### config.mk
export PLATFORM = sky130hd
export DESIGN_NAME = two_band_weighted_drr_scheduler_flat
export DESIGN_NICKNAME = d
export VERILOG_FILES = /design/src/hdl/twdrr_pkg.sv /design/src/hdl/twdrr_if.sv /design/src/hdl/twdrr_useq.sv /design/src/hdl/twdrr_dpath.sv /design/src/hdl/two_band_weighted_drr_scheduler.sv /design/src/flat_wrapper.sv
export SDC_FILE = /design/constraint.sdc
export NUM_CORES = 1
export LEC_CHECK = 0
export BUFFER_PORTS_ARGS = -buffer_cell sky130_fd_sc_hd__buf_2
export CAP_MARGIN = 10
export CORE_ASPECT_RATIO = 0.7
export CORE_UTILIZATION = 62
export CTS_BUF_LIST = sky130_fd_sc_hd__clkbuf_8
export DETAILED_ROUTE_END_ITERATION = 16
export PLACE_DENSITY = 0.82
export SYNTH_ARGS = -nofsm -noshare
export SYNTH_HDL_FRONTEND = slang
export SYNTH_SLANG_ARGS = --single-unit
### constraint.sdc
create_clock -name clk -period 7.6 [get_ports clk]
set_input_delay 2.28 -clock clk [delete_from_list [all_inputs] [get_ports clk]]
set_output_delay 2.28 -clock clk [all_outputs]
set_load 0.01 [all_outputs]
### src/hdl/twdrr_pkg.sv
`default_nettype none
package twdrr_pkg;

  // datapath sizing
  localparam int DEFICIT_BITS  = 24;
  localparam int SIZE_BITS     = 16;

  // fixed field widths
  localparam int HEAD_BITS     = 16;
  localparam int LIMIT_BITS    = 20;
  localparam int QUANTUM_BITS  = 16;
  localparam int WEIGHT_BITS   = 8;
  localparam int OVERHEAD_BITS = 8;
  localparam int CREDIT_BITS   = 24;
  localparam int GRANT_BITS    = 2;
  localparam int CFG_IDX_BITS  = 2;
  localparam int CFG_DATA_BITS = 16;

  localparam int PROD_BITS = QUANTUM_BITS + WEIGHT_BITS;
  localparam int SUM_BITS  = ((DEFICIT_BITS > PROD_BITS) ? DEFICIT_BITS : PROD_BITS) + 1;
  localparam int FIT_BITS  = LIMIT_BITS + 1;
  localparam int PASS_BITS = SIZE_BITS + 2;
  localparam int STEP_BITS = 3;

  // last pass index before the search gives up
  localparam logic [PASS_BITS-1:0] PASS_LAST = PASS_BITS'((64'd1 << SIZE_BITS) + 64'd1);
  localparam logic [DEFICIT_BITS-1:0] DEF_MAX = '1;

  localparam logic [QUANTUM_BITS-1:0]  QUANTUM_RESET  = QUANTUM_BITS'(1500);
  localparam logic [WEIGHT_BITS-1:0]   WEIGHT_RESET   = WEIGHT_BITS'(9);
  localparam logic [OVERHEAD_BITS-1:0] OVERHEAD_RESET = OVERHEAD_BITS'(38);

  typedef enum logic [GRANT_BITS-1:0] {
    GRANT_NONE    = 2'd0,
    GRANT_CLASSIC = 2'd1,
    GRANT_LL      = 2'd2
  } grant_t;

  typedef enum logic [CFG_IDX_BITS-1:0] {
    REG_QUANTUM  = 2'd0,
    REG_WEIGHT   = 2'd1,
    REG_OVERHEAD = 2'd2
  } cfg_reg_t;

  // round flag bits
  localparam int RND_CL = 0;
  localparam int RND_LL = 1;

  typedef enum logic [2:0] {
    OP_IDLE,
    OP_PROD,
    OP_ROUND,
    OP_LL,
    OP_CL,
    OP_EMIT
  } op_t;

  typedef enum logic [2:0] {
    COND_NONE,
    COND_START,
    COND_NO_ELIG,
    COND_LL_WIN,
    COND_CL_END,
    COND_OUT_FREE
  } cond_t;

  typedef logic [STEP_BITS-1:0] step_t;

  localparam step_t STEP_IDLE  = 3'd0;
  localparam step_t STEP_PROD  = 3'd1;
  localparam step_t STEP_ROUND = 3'd2;
  localparam step_t STEP_LL    = 3'd3;
  localparam step_t STEP_CL    = 3'd4;
  localparam step_t STEP_EMIT  = 3'd5;

  typedef struct packed {
    op_t   op;
    cond_t cond;
    step_t jump;
    step_t next;
  } ucode_t;

  typedef struct packed {
    logic [QUANTUM_BITS-1:0]  quantum;
    logic [WEIGHT_BITS-1:0]   weight;
    logic [OVERHEAD_BITS-1:0] overhead;
  } cfg_t;

  typedef struct packed {
    logic [HEAD_BITS-1:0]  ll_head;
    logic [HEAD_BITS-1:0]  cl_head;
    logic                  limit_enable;
    logic [LIMIT_BITS-1:0] byte_limit;
  } item_t;

  typedef struct packed {
    logic any_ok;
    logic ll_win;
    logic cl_win;
    logic cap_hit;
    logic out_free;
  } status_t;

  typedef struct packed {
    grant_t                 grant;
    logic [CREDIT_BITS-1:0] ll_credit;
    logic [CREDIT_BITS-1:0] cl_credit;
  } result_t;

  // control store: one word per step
  function automatic ucode_t ucode_rom(step_t step);
    ucode_t w;
    unique case (step)
      STEP_IDLE:  w = '{op: OP_IDLE,  cond: COND_START,    jump: STEP_PROD, next: STEP_IDLE};
      STEP_PROD:  w = '{op: OP_PROD,  cond: COND_NO_ELIG,  jump: STEP_EMIT, next: STEP_ROUND};
      STEP_ROUND: w = '{op: OP_ROUND, cond: COND_NONE,     jump: STEP_LL,   next: STEP_LL};
      STEP_LL:    w = '{op: OP_LL,    cond: COND_LL_WIN,   jump: STEP_EMIT, next: STEP_CL};
      STEP_CL:    w = '{op: OP_CL,    cond: COND_CL_END,   jump: STEP_EMIT, next: STEP_ROUND};
      STEP_EMIT:  w = '{op: OP_EMIT,  cond: COND_OUT_FREE, jump: STEP_IDLE, next: STEP_EMIT};
      default:    w = '{op: OP_IDLE,  cond: COND_NONE,     jump: STEP_IDLE, next: STEP_IDLE};
    endcase
    return w;
  endfunction

  function automatic logic [DEFICIT_BITS-1:0] sat_add(logic [DEFICIT_BITS-1:0] a,
                                                      logic [PROD_BITS-1:0] b);
    logic [SUM_BITS-1:0] s;
    s = SUM_BITS'(a) + SUM_BITS'(b);
    return (s > SUM_BITS'(DEF_MAX)) ? DEF_MAX : DEFICIT_BITS'(s);
  endfunction

endpackage
`default_nettype wire

### src/hdl/twdrr_if.sv
`default_nettype none
interface twdrr_req_if;
  logic        valid;
  logic        ready;
  logic [15:0] low_latency_head_bytes;
  logic [15:0] classic_head_bytes;
  logic        limit_enable;
  logic [19:0] byte_limit;

  modport source(output valid, low_latency_head_bytes, classic_head_bytes, limit_enable,
                 byte_limit, input ready);
  modport sink(input valid, low_latency_head_bytes, classic_head_bytes, limit_enable,
               byte_limit, output ready);
endinterface

interface twdrr_rsp_if;
  logic        valid;
  logic        ready;
  logic [1:0]  grant;
  logic [23:0] low_latency_credit;
  logic [23:0] classic_credit;

  modport source(output valid, grant, low_latency_credit, classic_credit, input ready);
  modport sink(input valid, grant, low_latency_credit, classic_credit, output ready);
endinterface

interface twdrr_cfg_if;
  logic        valid;
  logic        ready;
  logic [1:0]  index;
  logic [15:0] data;

  modport source(output valid, index, data, input ready);
  modport sink(input valid, index, data, output ready);
endinterface
`default_nettype wire

### src/hdl/twdrr_useq.sv
`default_nettype none
module twdrr_useq (
  input  wire logic              clk,
  input  wire logic              rst,
  input  wire logic              start,
  input  wire twdrr_pkg::status_t status,
  output twdrr_pkg::op_t         op,
  output logic                   idle
);
  import twdrr_pkg::*;

  step_t  pc;
  step_t  pc_next;
  ucode_t uw;
  logic   cond_met;

  always_comb begin
    uw = ucode_rom(pc);
    unique case (uw.cond)
      COND_NONE:     cond_met = 1'b0;
      COND_START:    cond_met = start;
      COND_NO_ELIG:  cond_met = !status.any_ok;
      COND_LL_WIN:   cond_met = status.ll_win;
      COND_CL_END:   cond_met = status.cl_win || status.cap_hit;
      COND_OUT_FREE: cond_met = status.out_free;
      default:       cond_met = 1'b0;
    endcase
    pc_next = cond_met ? uw.jump : uw.next;
  end

  always_ff @(posedge clk) begin
    if (rst) begin
      pc <= STEP_IDLE;
    end else begin
      pc <= pc_next;
    end
  end

  assign op   = uw.op;
  assign idle = (uw.op == OP_IDLE);

endmodule
`default_nettype wire

### src/hdl/twdrr_dpath.sv
`default_nettype none
module twdrr_dpath (
  input  wire logic               clk,
  input  wire logic               rst,
  input  wire logic               start,
  input  wire twdrr_pkg::item_t   item,
  input  wire twdrr_pkg::cfg_t    cfg,
  input  wire twdrr_pkg::op_t     op,
  output twdrr_pkg::status_t      status,
  output logic                    rsp_valid,
  input  wire logic               rsp_ready,
  output twdrr_pkg::result_t      rsp
);
  import twdrr_pkg::*;

  // item registers
  logic [SIZE_BITS-1:0]    ll_head;
  logic [SIZE_BITS-1:0]    cl_head;
  logic                    ll_ok;
  logic                    cl_ok;
  grant_t                  grant;
  logic [PROD_BITS-1:0]    prod;
  logic [PASS_BITS-1:0]    pass_cnt;

  // scheduler state
  logic [DEFICIT_BITS-1:0] ll_def;
  logic [DEFICIT_BITS-1:0] cl_def;
  logic [1:0]              round_active;

  logic [SIZE_BITS-1:0]    ll_in;
  logic [SIZE_BITS-1:0]    cl_in;
  logic                    ll_fit;
  logic                    cl_fit;
  logic                    ll_win;
  logic                    cl_win;
  logic                    out_free;

  always_comb begin
    ll_in  = SIZE_BITS'(item.ll_head);
    cl_in  = SIZE_BITS'(item.cl_head);
    ll_fit = (ll_in != '0) && (!item.limit_enable ||
             (FIT_BITS'(ll_in) + FIT_BITS'(cfg.overhead) <= FIT_BITS'(item.byte_limit)));
    cl_fit = (cl_in != '0) && (!item.limit_enable ||
             (FIT_BITS'(cl_in) + FIT_BITS'(cfg.overhead) <= FIT_BITS'(item.byte_limit)));
    ll_win   = ll_ok && (DEFICIT_BITS'(ll_head) <= ll_def);
    cl_win   = cl_ok && (DEFICIT_BITS'(cl_head) <= cl_def);
    out_free = !rsp_valid || rsp_ready;
    status = '{any_ok: ll_ok || cl_ok, ll_win: ll_win, cl_win: cl_win,
               cap_hit: pass_cnt == PASS_LAST, out_free: out_free};
  end

  always_ff @(posedge clk) begin
    if (rst) begin
      ll_def       <= '0;
      cl_def       <= '0;
      round_active <= '0;
      rsp_valid    <= 1'b0;
      grant        <= GRANT_NONE;
      pass_cnt     <= '0;
    end else begin
      if (rsp_valid && rsp_ready && (op != OP_EMIT)) begin
        rsp_valid <= 1'b0;
      end
      unique case (op)
        OP_IDLE: begin
          if (start) begin
            ll_head <= ll_in;
            cl_head <= cl_in;
            ll_ok   <= ll_fit;
            cl_ok   <= cl_fit;
            grant   <= GRANT_NONE;
          end
        end
        OP_PROD: begin
          prod     <= PROD_BITS'(cfg.quantum) * PROD_BITS'(cfg.weight);
          pass_cnt <= '0;
        end
        OP_ROUND: begin
          if (round_active == 2'b00) begin
            round_active <= 2'b11;
            ll_def       <= sat_add(ll_def, prod);
            cl_def       <= sat_add(cl_def, PROD_BITS'(cfg.quantum));
          end
        end
        OP_LL: begin
          if (ll_head == '0) begin
            ll_def               <= '0;
            round_active[RND_LL] <= 1'b0;
          end else if (ll_win) begin
            ll_def <= ll_def - DEFICIT_BITS'(ll_head);
            grant  <= GRANT_LL;
          end else begin
            round_active[RND_LL] <= 1'b0;
          end
        end
        OP_CL: begin
          if (cl_head == '0) begin
            cl_def               <= '0;
            round_active[RND_CL] <= 1'b0;
            pass_cnt             <= pass_cnt + PASS_BITS'(1);
          end else if (cl_win) begin
            cl_def <= cl_def - DEFICIT_BITS'(cl_head);
            grant  <= GRANT_CLASSIC;
          end else begin
            round_active[RND_CL] <= 1'b0;
            pass_cnt             <= pass_cnt + PASS_BITS'(1);
          end
        end
        OP_EMIT: begin
          if (out_free) begin
            rsp_valid     <= 1'b1;
            rsp.grant     <= grant;
            rsp.ll_credit <= CREDIT_BITS'(ll_def);
            rsp.cl_credit <= CREDIT_BITS'(cl_def);
          end
        end
        default: begin
        end
      endcase
    end
  end

endmodule
`default_nettype wire

### src/hdl/two_band_weighted_drr_scheduler.sv
// a request beat runs the product step, then round/ll/cl passes of the microcode loop
// (low-latency queue checked first, loop skipped when nothing is eligible) until a queue
// wins or the search gives up; the emit step registers the result once the output is free,
// and no new request is taken before that; at most 2^16 + 2 passes when quantum or weight is zero
// reset (synchronous, rst high): deficits and round flags cleared, registers to
// quantum 1500, weight 9, overhead 38; no clearing pass, requests taken at once
`default_nettype none
module two_band_weighted_drr_scheduler (
  input  wire logic  clk,
  input  wire logic  rst,
  twdrr_req_if.sink   req,
  twdrr_rsp_if.source rsp,
  twdrr_cfg_if.sink   cfg
);
  import twdrr_pkg::*;

  // configuration registers; the user must write them only while idle, the block itself does not enforce it
  cfg_t    cfg_regs;

  item_t   item;
  status_t status;
  op_t     op;
  logic    idle;
  logic    start;
  result_t result;
  logic    rsp_valid;

  // config writes accepted out of reset; an unknown index is dropped
  assign cfg.ready = !rst;

  always_ff @(posedge clk) begin
    if (rst) begin
      cfg_regs.quantum  <= QUANTUM_RESET;
      cfg_regs.weight   <= WEIGHT_RESET;
      cfg_regs.overhead <= OVERHEAD_RESET;
    end else if (cfg.valid) begin
      unique case (cfg.index)
        REG_QUANTUM:  cfg_regs.quantum  <= QUANTUM_BITS'(cfg.data);
        REG_WEIGHT:   cfg_regs.weight   <= WEIGHT_BITS'(cfg.data);
        REG_OVERHEAD: cfg_regs.overhead <= OVERHEAD_BITS'(cfg.data);
        default: begin
        end
      endcase
    end
  end

  // request beat taken only while the sequencer sits in its idle step, never in reset
  assign req.ready = idle && !rst;
  assign start     = req.valid && req.ready;

  always_comb begin
    item.ll_head      = req.low_latency_head_bytes;
    item.cl_head      = req.classic_head_bytes;
    item.limit_enable = req.limit_enable;
    item.byte_limit   = req.byte_limit;
  end

  // microcode sequencer: step counter and control store
  twdrr_useq u_useq (
    .clk    (clk),
    .rst    (rst),
    .start  (start),
    .status (status),
    .op     (op),
    .idle   (idle)
  );

  // deficits, round flags, pass counter and result register
  twdrr_dpath u_dpath (
    .clk       (clk),
    .rst       (rst),
    .start     (start),
    .item      (item),
    .cfg       (cfg_regs),
    .op        (op),
    .status    (status),
    .rsp_valid (rsp_valid),
    .rsp_ready (rsp.ready),
    .rsp       (result)
  );

  // result beat
  assign rsp.valid              = rsp_valid;
  assign rsp.grant              = result.grant;
  assign rsp.low_latency_credit = result.ll_credit;
  assign rsp.classic_credit     = result.cl_credit;

endmodule
`default_nettype wire

### src/flat_wrapper.sv
// flat-port wrapper written by rule: the top's interface ports become plain ports
module two_band_weighted_drr_scheduler_flat import twdrr_pkg::*;
  (clk, rst, req_valid, req_low_latency_head_bytes, req_classic_head_bytes, req_limit_enable, req_byte_limit, req_ready, rsp_valid, rsp_grant, rsp_low_latency_credit, rsp_classic_credit, rsp_ready, cfg_valid, cfg_index, cfg_data, cfg_ready);
  twdrr_req_if req_i ();
  twdrr_rsp_if rsp_i ();
  twdrr_cfg_if cfg_i ();
  input  wire logic clk;
  input  wire logic rst;
  input wire logic [$bits(req_i.valid)-1:0] req_valid;
  input wire logic [$bits(req_i.low_latency_head_bytes)-1:0] req_low_latency_head_bytes;
  input wire logic [$bits(req_i.classic_head_bytes)-1:0] req_classic_head_bytes;
  input wire logic [$bits(req_i.limit_enable)-1:0] req_limit_enable;
  input wire logic [$bits(req_i.byte_limit)-1:0] req_byte_limit;
  output wire logic [$bits(req_i.ready)-1:0] req_ready;
  output wire logic [$bits(rsp_i.valid)-1:0] rsp_valid;
  output wire logic [$bits(rsp_i.grant)-1:0] rsp_grant;
  output wire logic [$bits(rsp_i.low_latency_credit)-1:0] rsp_low_latency_credit;
  output wire logic [$bits(rsp_i.classic_credit)-1:0] rsp_classic_credit;
  input wire logic [$bits(rsp_i.ready)-1:0] rsp_ready;
  input wire logic [$bits(cfg_i.valid)-1:0] cfg_valid;
  input wire logic [$bits(cfg_i.index)-1:0] cfg_index;
  input wire logic [$bits(cfg_i.data)-1:0] cfg_data;
  output wire logic [$bits(cfg_i.ready)-1:0] cfg_ready;
  assign req_i.valid = req_valid;
  assign req_i.low_latency_head_bytes = req_low_latency_head_bytes;
  assign req_i.classic_head_bytes = req_classic_head_bytes;
  assign req_i.limit_enable = req_limit_enable;
  assign req_i.byte_limit = req_byte_limit;
  assign req_ready = req_i.ready;
  assign rsp_valid = rsp_i.valid;
  assign rsp_grant = rsp_i.grant;
  assign rsp_low_latency_credit = rsp_i.low_latency_credit;
  assign rsp_classic_credit = rsp_i.classic_credit;
  assign rsp_i.ready = rsp_ready;
  assign cfg_i.valid = cfg_valid;
  assign cfg_i.index = cfg_index;
  assign cfg_i.data = cfg_data;
  assign cfg_ready = cfg_i.ready;
  two_band_weighted_drr_scheduler u_core (.clk(clk), .rst(rst), .req(req_i), .rsp(rsp_i), .cfg(cfg_i));
endmodule
==> flow_summary_export.csv, run 1 <==
group,metric,value,unit
cells_and_area,fin_nets,2432,
clocking,cts_num_sinks,214,
hold_path,min_delay_path_depth,0,
yosys,synth_top_cell_by_area,"edfxtp_1",
die,std_cell_rows,51,
cells_and_area,drive_gt1_share,10.0,%
clocking,cts.repair.resized,0,
clocking,clkTransAtPathRegs,0.07,ns
grt,grt_first_pass_wirelength,76.5,mm
sta,fin_setup_tns,0,ns
yosys,muxShareOfSynthArea,0.907,%
sta,hold_viol_final,0,
yosys,synthSimpleGateAreaFrac,18.3,%
sta,slew_headroom,22.3,%
critical_path,arrival,6.07,ns
sta,setup_violations,0,
power,p_per_area,177,nW/µm²
yosys,netlist_area,17700,µm²
die,fp.dieArea,29200,µm²
place,place.gp.congestion,0.981,
place,dp_hpwl,37.2,mm
yosys,syn_inst,1986,
sta,worstMarginPinSlew,1.16,ns
detailed_routing,drc,0,
sta,finalCritPeriodShare,75.7,%
power,p_leak,8.69,nW
critical_path,end_kind,"flip-flop",
grt,grt_antenna_before_repair,3,
sta,clock.fmax,174,MHz
die,core_area,27900,µm²
yosys,yosys.area_share.adder,22.1,%
sta,period_minus_slack,5.76,ns
sta,hold_slack,0.447,ns
critical_path,critical_path.max_fanout,3,
yosys,synthTopCellsByArea,"edfxtp_1, dfxtp_1, ha_1",
detailed_routing,wl,48.5,mm
clocking,cts_root_buf,"clkbuf_8",
cells_and_area,fin_util,69.3,%
detailed_routing,initialDrtViolationCount,1448,
clocking,tritoncts,"built",
critical_path,cp.required,7.91,ns
sta,final_max_slew_viol_count,0,
yosys,seq_area_frac_synth,30.4,%
yosys,synth_cell_types,73,
yosys,yosysWarnings,0,
cells_and_area,multi_input_area,11300,µm²
yosys,synth_top_family_by_area,"adder cells",
critical_path,critPathKind,"in2reg",
critical_path,worst_setup_path_start_kind,"primary input",
yosys,ys_ff_latch,214,
clocking,holdBufCountCts,0,
power,peakVddDrop,170,µV
clocking,h-tree-depth,2,
yosys,syn-mean-instance-area,8.89,µm²
yosys,synth_edf_count,108,
die,die_h,143,µm
detailed_routing,ant_nets,0,
grt,grt_usage,33.6,%
detailed_routing,dr.pass1.iters,5,
die,initial_utilization,63.3,%
yosys,synth_nets,2320,
yosys,synthDominantCellAreaShare,18.4,%
place,pre_cts_ws,1.32,ns
grt,grt_max_degree,74,
die,ioPinCount,129,
detailed_routing,dr_total_vias,15300,
yosys,synthArstFlopShare,0,%
yosys,synth_compound_area_share,17.1,%
sta,fin_skew,0.0404,ns
yosys,yosysMostFrequentCell,"inv_1",
cells_and_area,seqCellArea,5370,µm²
clocking,cts_buffers,35,
clocking,clk_path_buf_depth,3,
grt,grt_pass1_vias,14500,
hold_path,hold_path_class,"reg2reg",
die,die_w,204,µm
yosys,synth_top_flop_cell,"edfxtp_1",
cells_and_area,syn_to_final_growth,9.38,%
sta,worst_slack,1.84,ns
grt,overflow,0,
clocking,cts_setup_buffers,0,
clocking,insertion_delay,0.58,ns
cells_and_area,nFillCells,2214,
yosys,synth_xor_area_share,5.35,%
flow_run,maxCapViolCount,0,
sta,rsz0062_at_grt,"false",
detailed_routing,via_per_inst,6.14,
outcome,status,"finished clean",
yosys,synthTopCellsByCount,"inv_1, nand2_1, ha_1",
detailed_routing,wl_per_cell,19.4,µm
critical_path,rr_worst_depth,18,
place,portBuffers,128,
## cell families after synthesis
family,count (synthesis)
AND/OR/NAND/NOR,647
flip-flops,214
buffers and inverters,268
XOR/XNOR,108
adder cells (fa/ha/maj),258
multiplexers,16
AO/OA/AOI/OAI,475
## worst paths after layout
| check | startpoint | end | slack, ns |
|---|---|---|---|
| worst min-delay path | u_core.u_dpath.grant[1]$_SDFFE_PP0P_ | u_core.u_dpath.rsp[49]$_DFFE_PP_ | 0.45 |
| worst max-delay path | req_low_latency_head_bytes[0] | u_core.u_dpath.ll_ok$_DFFE_PP_ | 1.84 |
| worst max register to register | u_core.cfg_regs[15]$_SDFFE_PP0P_ | u_core.u_dpath.prod[23]$_DFFE_PP_ | 1.89 |
| worst min register to register | u_core.u_dpath.grant[1]$_SDFFE_PP0P_ | u_core.u_dpath.rsp[49]$_DFFE_PP_ | 0.45 |
## where the power goes
part	internal, mW	switching (mW)	total [mW]
clock network	0.576	0.506	1.08
logic	0.398	0.578	0.976
registers	1.28	0.0770	1.36
total	2.26	1.16	3.42
## per-stage QoR
stage | area (µm²) | instances | power [mW]
after floorplan | 17700 | 1986 | 2.08
after global placement | 18600 | 2432 | 2.30
after detailed placement | 18600 | 2432 | 2.33
after CTS | 19300 | 2495 | 3.41
after global routing | 19300 | 2496 | 3.60
final | 19300 | 2497 | 3.42
## routing by layer
layer  global-route usage (%)  vias to the layer above  part of all wire [%]
met5                     2.55                        -                  0.22
met2                     48.7                      741                    41
met4                     10.4                        4                   2.4
met1                     49.0                     7271                    45
met3                     7.92                       98                    11
li1                         -                     7217                     -
## cells in the final DEF, fill, tap and decap left out, types with 70 or more instances in the layout
cell type	n
xnor2_1	70
a21oi_1	140
fa_1	90
edfxtp_1	108
buf_2	128
dfxtp_1	106
ha_1	168
inv_1	215
o21ai_0	112
nor2_1	128
and2_1	110
nand2_1	175
## state kept, by name, indices dropped and copies added, names as in the netlist, 3 cells and up
register	cells
u_core.u_dpath.rsp	50
u_core.cfg_regs	32
u_core.u_dpath.cl_def	24
u_core.u_dpath.ll_def	24
u_core.u_dpath.prod	24
u_core.u_dpath.pass_cnt	18
u_core.u_dpath.cl_head	16
u_core.u_dpath.ll_head	16
u_core.u_useq.pc	3
## worst max-delay path, stage by stage
cell and delay, ns:
buf_2 0.10, ha_1 0.17, inv_1 0.06, fa_1 0.41, nor2b_1 0.15, o21ai_0 0.13
a21boi_0 0.25, o21ai_0 0.13, a21boi_0 0.23, o21ai_0 0.14, a21o_1 0.23, nor3_1 0.24
xor2_1 0.12, ha_1 0.30, and4_1 0.18, and3_1 0.18, nand2_1 0.08, or3_1 0.39
o2111ai_1 0.19, o21ai_0 0.10
## area by class of cell
type,count,share of cell area [%]
multi-input cells,1504,58.3
well taps,371,2.40
diodes,2,0.0259
clock buffers,42,2.99
flip-flops and latches,214,27.8
inverters,207,4.02
clock inverters,21,0.822
repair buffers,136,3.63
Note: power is estimated with default switching activity, not from simulation.
==> inputs of run 2 (changes only) <==
clock period = 5.5 ns   (was 7.6 ns; I/O delays follow)
==> run 2 against run 1 <==
Compared with the run above:
- register-to-register slack worse by 1.6 ns
- sequential power is 37% higher
- hold slack worse by 0.0091 ns
- largest cell class unchanged
- non-clock buffer count is 20 higher
- first-iteration DRC count is 1.1% higher
- sequential share of layout area is 0.30 points lower
- die area stayed put
- critical path type is now reg2reg
- count of clock-buffer cells in the layout stayed put
- core utilization is 0.98 points higher
- setup slack worse by 1.6 ns
- clock power is 51% higher
==> flow_summary_export.csv, run 2 (synthesized netlist as in run 1, its figures left out) <==
group,metric,value,unit
outcome,status,"finished clean",
critical_path,arrival,5.51,ns
cells_and_area,drive_gt1_share,11.4,%
cells_and_area,layout_common_cells,"inv_1, nand2_1, ha_1",
grt,grt_antenna_before_repair,3,
critical_path,rrSetupSlack,0.26,ns
hold_path,worst_hold_path.endpoint,"u_core.u_dpath.rsp[48]$_DFFE_PP_",
cells_and_area,fin_nets,2453,
detailed_routing,initialDrtViolationCount,1464,
sta,worst_slack,0.262,ns
grt,grt_first_pass_wirelength,76.6,mm
cells_and_area,regMostFlops,"u_core.u_dpath.rsp",
sta,fin_setup_tns,0,ns
sta,period_minus_slack,5.24,ns
die,ioPinCount,129,
detailed_routing,ant_nets,0,
clocking,insertion_delay,0.56,ns
sta,final_max_slew_viol_count,0,
clocking,holdBufCountCts,0,
critical_path,cp.required,5.78,ns
critical_path,r2r_end,"u_core.u_dpath.prod[23]$_DFFE_PP_",
critical_path,crit_chain,"nand2_1, fa_1, fa_1, inv_1, fa_1, inv_1, fa_1, inv_1, ha_1, o21a_1, o31a_1, o31ai_1, buf_4, o311ai_0, a31oi_1, nor2b_1, o21a_1, o41ai_1, xnor2_1",
power,p_per_area,249,nW/µm²
die,initial_utilization,63.3,%
detailed_routing,via_per_inst,6.08,
sta,hold_viol_final,0,
critical_path,worst_setup_path_start_kind,"flip-flop",
cells_and_area,syn_to_final_growth,10.9,%
clocking,cts_setup_buffers,0,
hold_path,min_delay_path_depth,0,
sta,worstMarginPinSlew,1.11,ns
place,place.gp.congestion,0.988,
flow_run,maxCapViolCount,0,
detailed_routing,dr_total_vias,15300,
sta,fin_skew,0.0281,ns
sta,rsz0062_at_grt,"false",
grt,grt_pass1_vias,14700,
place,dp.cells,2452,
clocking,clk_path_buf_depth,3,
clocking,tritoncts,"built",
cells_and_area,largestRegisters,"u_core.u_dpath.rsp x50, u_core.cfg_regs x32",
critical_path,r2r-start,"u_core.cfg_regs[12]$_SDFFE_PP0P_",
clocking,clkTransAtPathRegs,0.06,ns
critical_path,rr_worst_depth,19,
cells_and_area,instances_no_fill,2521,
clocking,cts_root_buf,"clkbuf_8",
die,die_w,204,µm
hold_path,holdCritStartpoint,"u_core.u_dpath.grant[0]$_SDFFE_PP0P_",
clocking,cts.repair.resized,0,
clocking,cts_buffers,36,
die,die_h,143,µm
cells_and_area,final_common_cell,"inv_1",
grt,grt_max_degree,44,
sta,setup_violations,0,
hold_path,hold_path_class,"reg2reg",
detailed_routing,wl,48.0,mm
die,core_area,27900,µm²
clocking,h-tree-depth,2,
critical_path,end_kind,"flip-flop",
grt,grt_usage,33.5,%
critical_path,critPathSlowestCell,"fa_1",
critical_path,cpPeakStageDelay,0.53,ns
cells_and_area,nFillCells,2152,
power,p_leak,8.85,nW
place,pre_cts_ws,-0.0877,ns
detailed_routing,drc,0,
critical_path,critical_path.max_fanout,12,
place,portBuffers,128,
sta,finalCritPeriodShare,95.2,%
power,peakVddDrop,168,µV
die,fp.dieArea,29200,µm²
die,std_cell_rows,51,
clocking,cts_num_sinks,214,
sta,slew_headroom,25.7,%
sta,hold_slack,0.438,ns
place,dp_hpwl,37.6,mm
grt,overflow,0,
critical_path,critPathKind,"reg2reg",
cells_and_area,multi_input_area,11300,µm²
critical_path,path_common_cell,"fa_1",
detailed_routing,dr.pass1.iters,6,
detailed_routing,wl_per_cell,19.0,µm
cells_and_area,largest_reg_flops,50,
cells_and_area,seqCellArea,5380,µm²
sta,clock.fmax,191,MHz
run 2: cell types whose count changed in the layout (fill, tap and decap cells not counted):
cell and delta:
buf_4 +19, dfxtp_1 -12, dfxtp_2 +11, bufinv_16 +3
clkinv_2 -2, clkinvlp_4 -2, diode_2 +2, buf_12 +1
clkinv_1 +1, clkinv_4 +1, dfxtp_4 +1, inv_1 +1
nor3_2 -1, nor3_4 +1
run 2: worst max-delay path by stage:
stage	from	endpoint	slack, ns	cells past startpoint
after floorplan	u_core.cfg_regs[15]$_SDFFE_PP0P_	u_core.u_dpath.prod[22]$_DFFE_PP_	0.28	19
after global placement	req_low_latency_head_bytes[0]	u_core.u_dpath.ll_ok$_DFFE_PP_	0.08	20
after detailed placement	req_low_latency_head_bytes[0]	u_core.u_dpath.ll_ok$_DFFE_PP_	-0.09	20
after CTS	u_core.cfg_regs[13]$_SDFFE_PP0P_	u_core.u_dpath.prod[23]$_DFFE_PP_	0.13	19
after global routing	u_core.cfg_regs[15]$_SDFFE_PP0P_	u_core.u_dpath.prod[22]$_DFFE_PP_	0.01	18
final	u_core.cfg_regs[12]$_SDFFE_PP0P_	u_core.u_dpath.prod[23]$_DFFE_PP_	0.26	19
run 2: metal layers:
metal	GRT usage, %	wire (µm)
met4	7.91	862
met3	6.57	4790
met2	50.3	20500
met5	0	13
met1	49.4	21800
run 2: cell type report:
| class | count | area share, % |
|---|---|---|
| clock buffers | 42 | 2.95 |
| repair buffers | 156 | 4.41 |
| flip-flops and latches | 214 | 27.5 |
| inverters | 207 | 3.97 |
| clock inverters | 23 | 1.23 |
| multi-input cells | 1504 | 57.6 |
| diodes | 4 | 0.0511 |
| well taps | 371 | 2.37 |
run 2: power breakdown:
group          leakage, nW  switching (mW)  internal (mW)
Sequential            1.85          0.0965           1.77
Combinational         6.55           0.807          0.569
Clock                0.447           0.691          0.940
Total                 8.85            1.60           3.28
run 2: worst max-delay path: cells and delay by family (launching register included):
kind / cells / cell delay [ns]
flip-flops: 1 / 0.47
XOR/XNOR: 1 / 0.14
buffers and inverters: 4 / 0.33
adder cells (fa/ha/maj): 5 / 2.40
AND/OR/NAND/NOR: 2 / 0.21
AO/OA/AOI/OAI: 7 / 1.40
run 2: per-stage QoR:
stage / instance area, µm² / power, mW / utilization (%)
after floorplan: 17700 / 2.88 / -
after global placement: 18700 / 3.20 / 67.2
after detailed placement: 18700 / 3.25 / 67.2
after CTS: 19600 / 4.88 / 70.2
after global routing: 19600 / 5.14 / 70.2
final: 19600 / 4.88 / 70.3
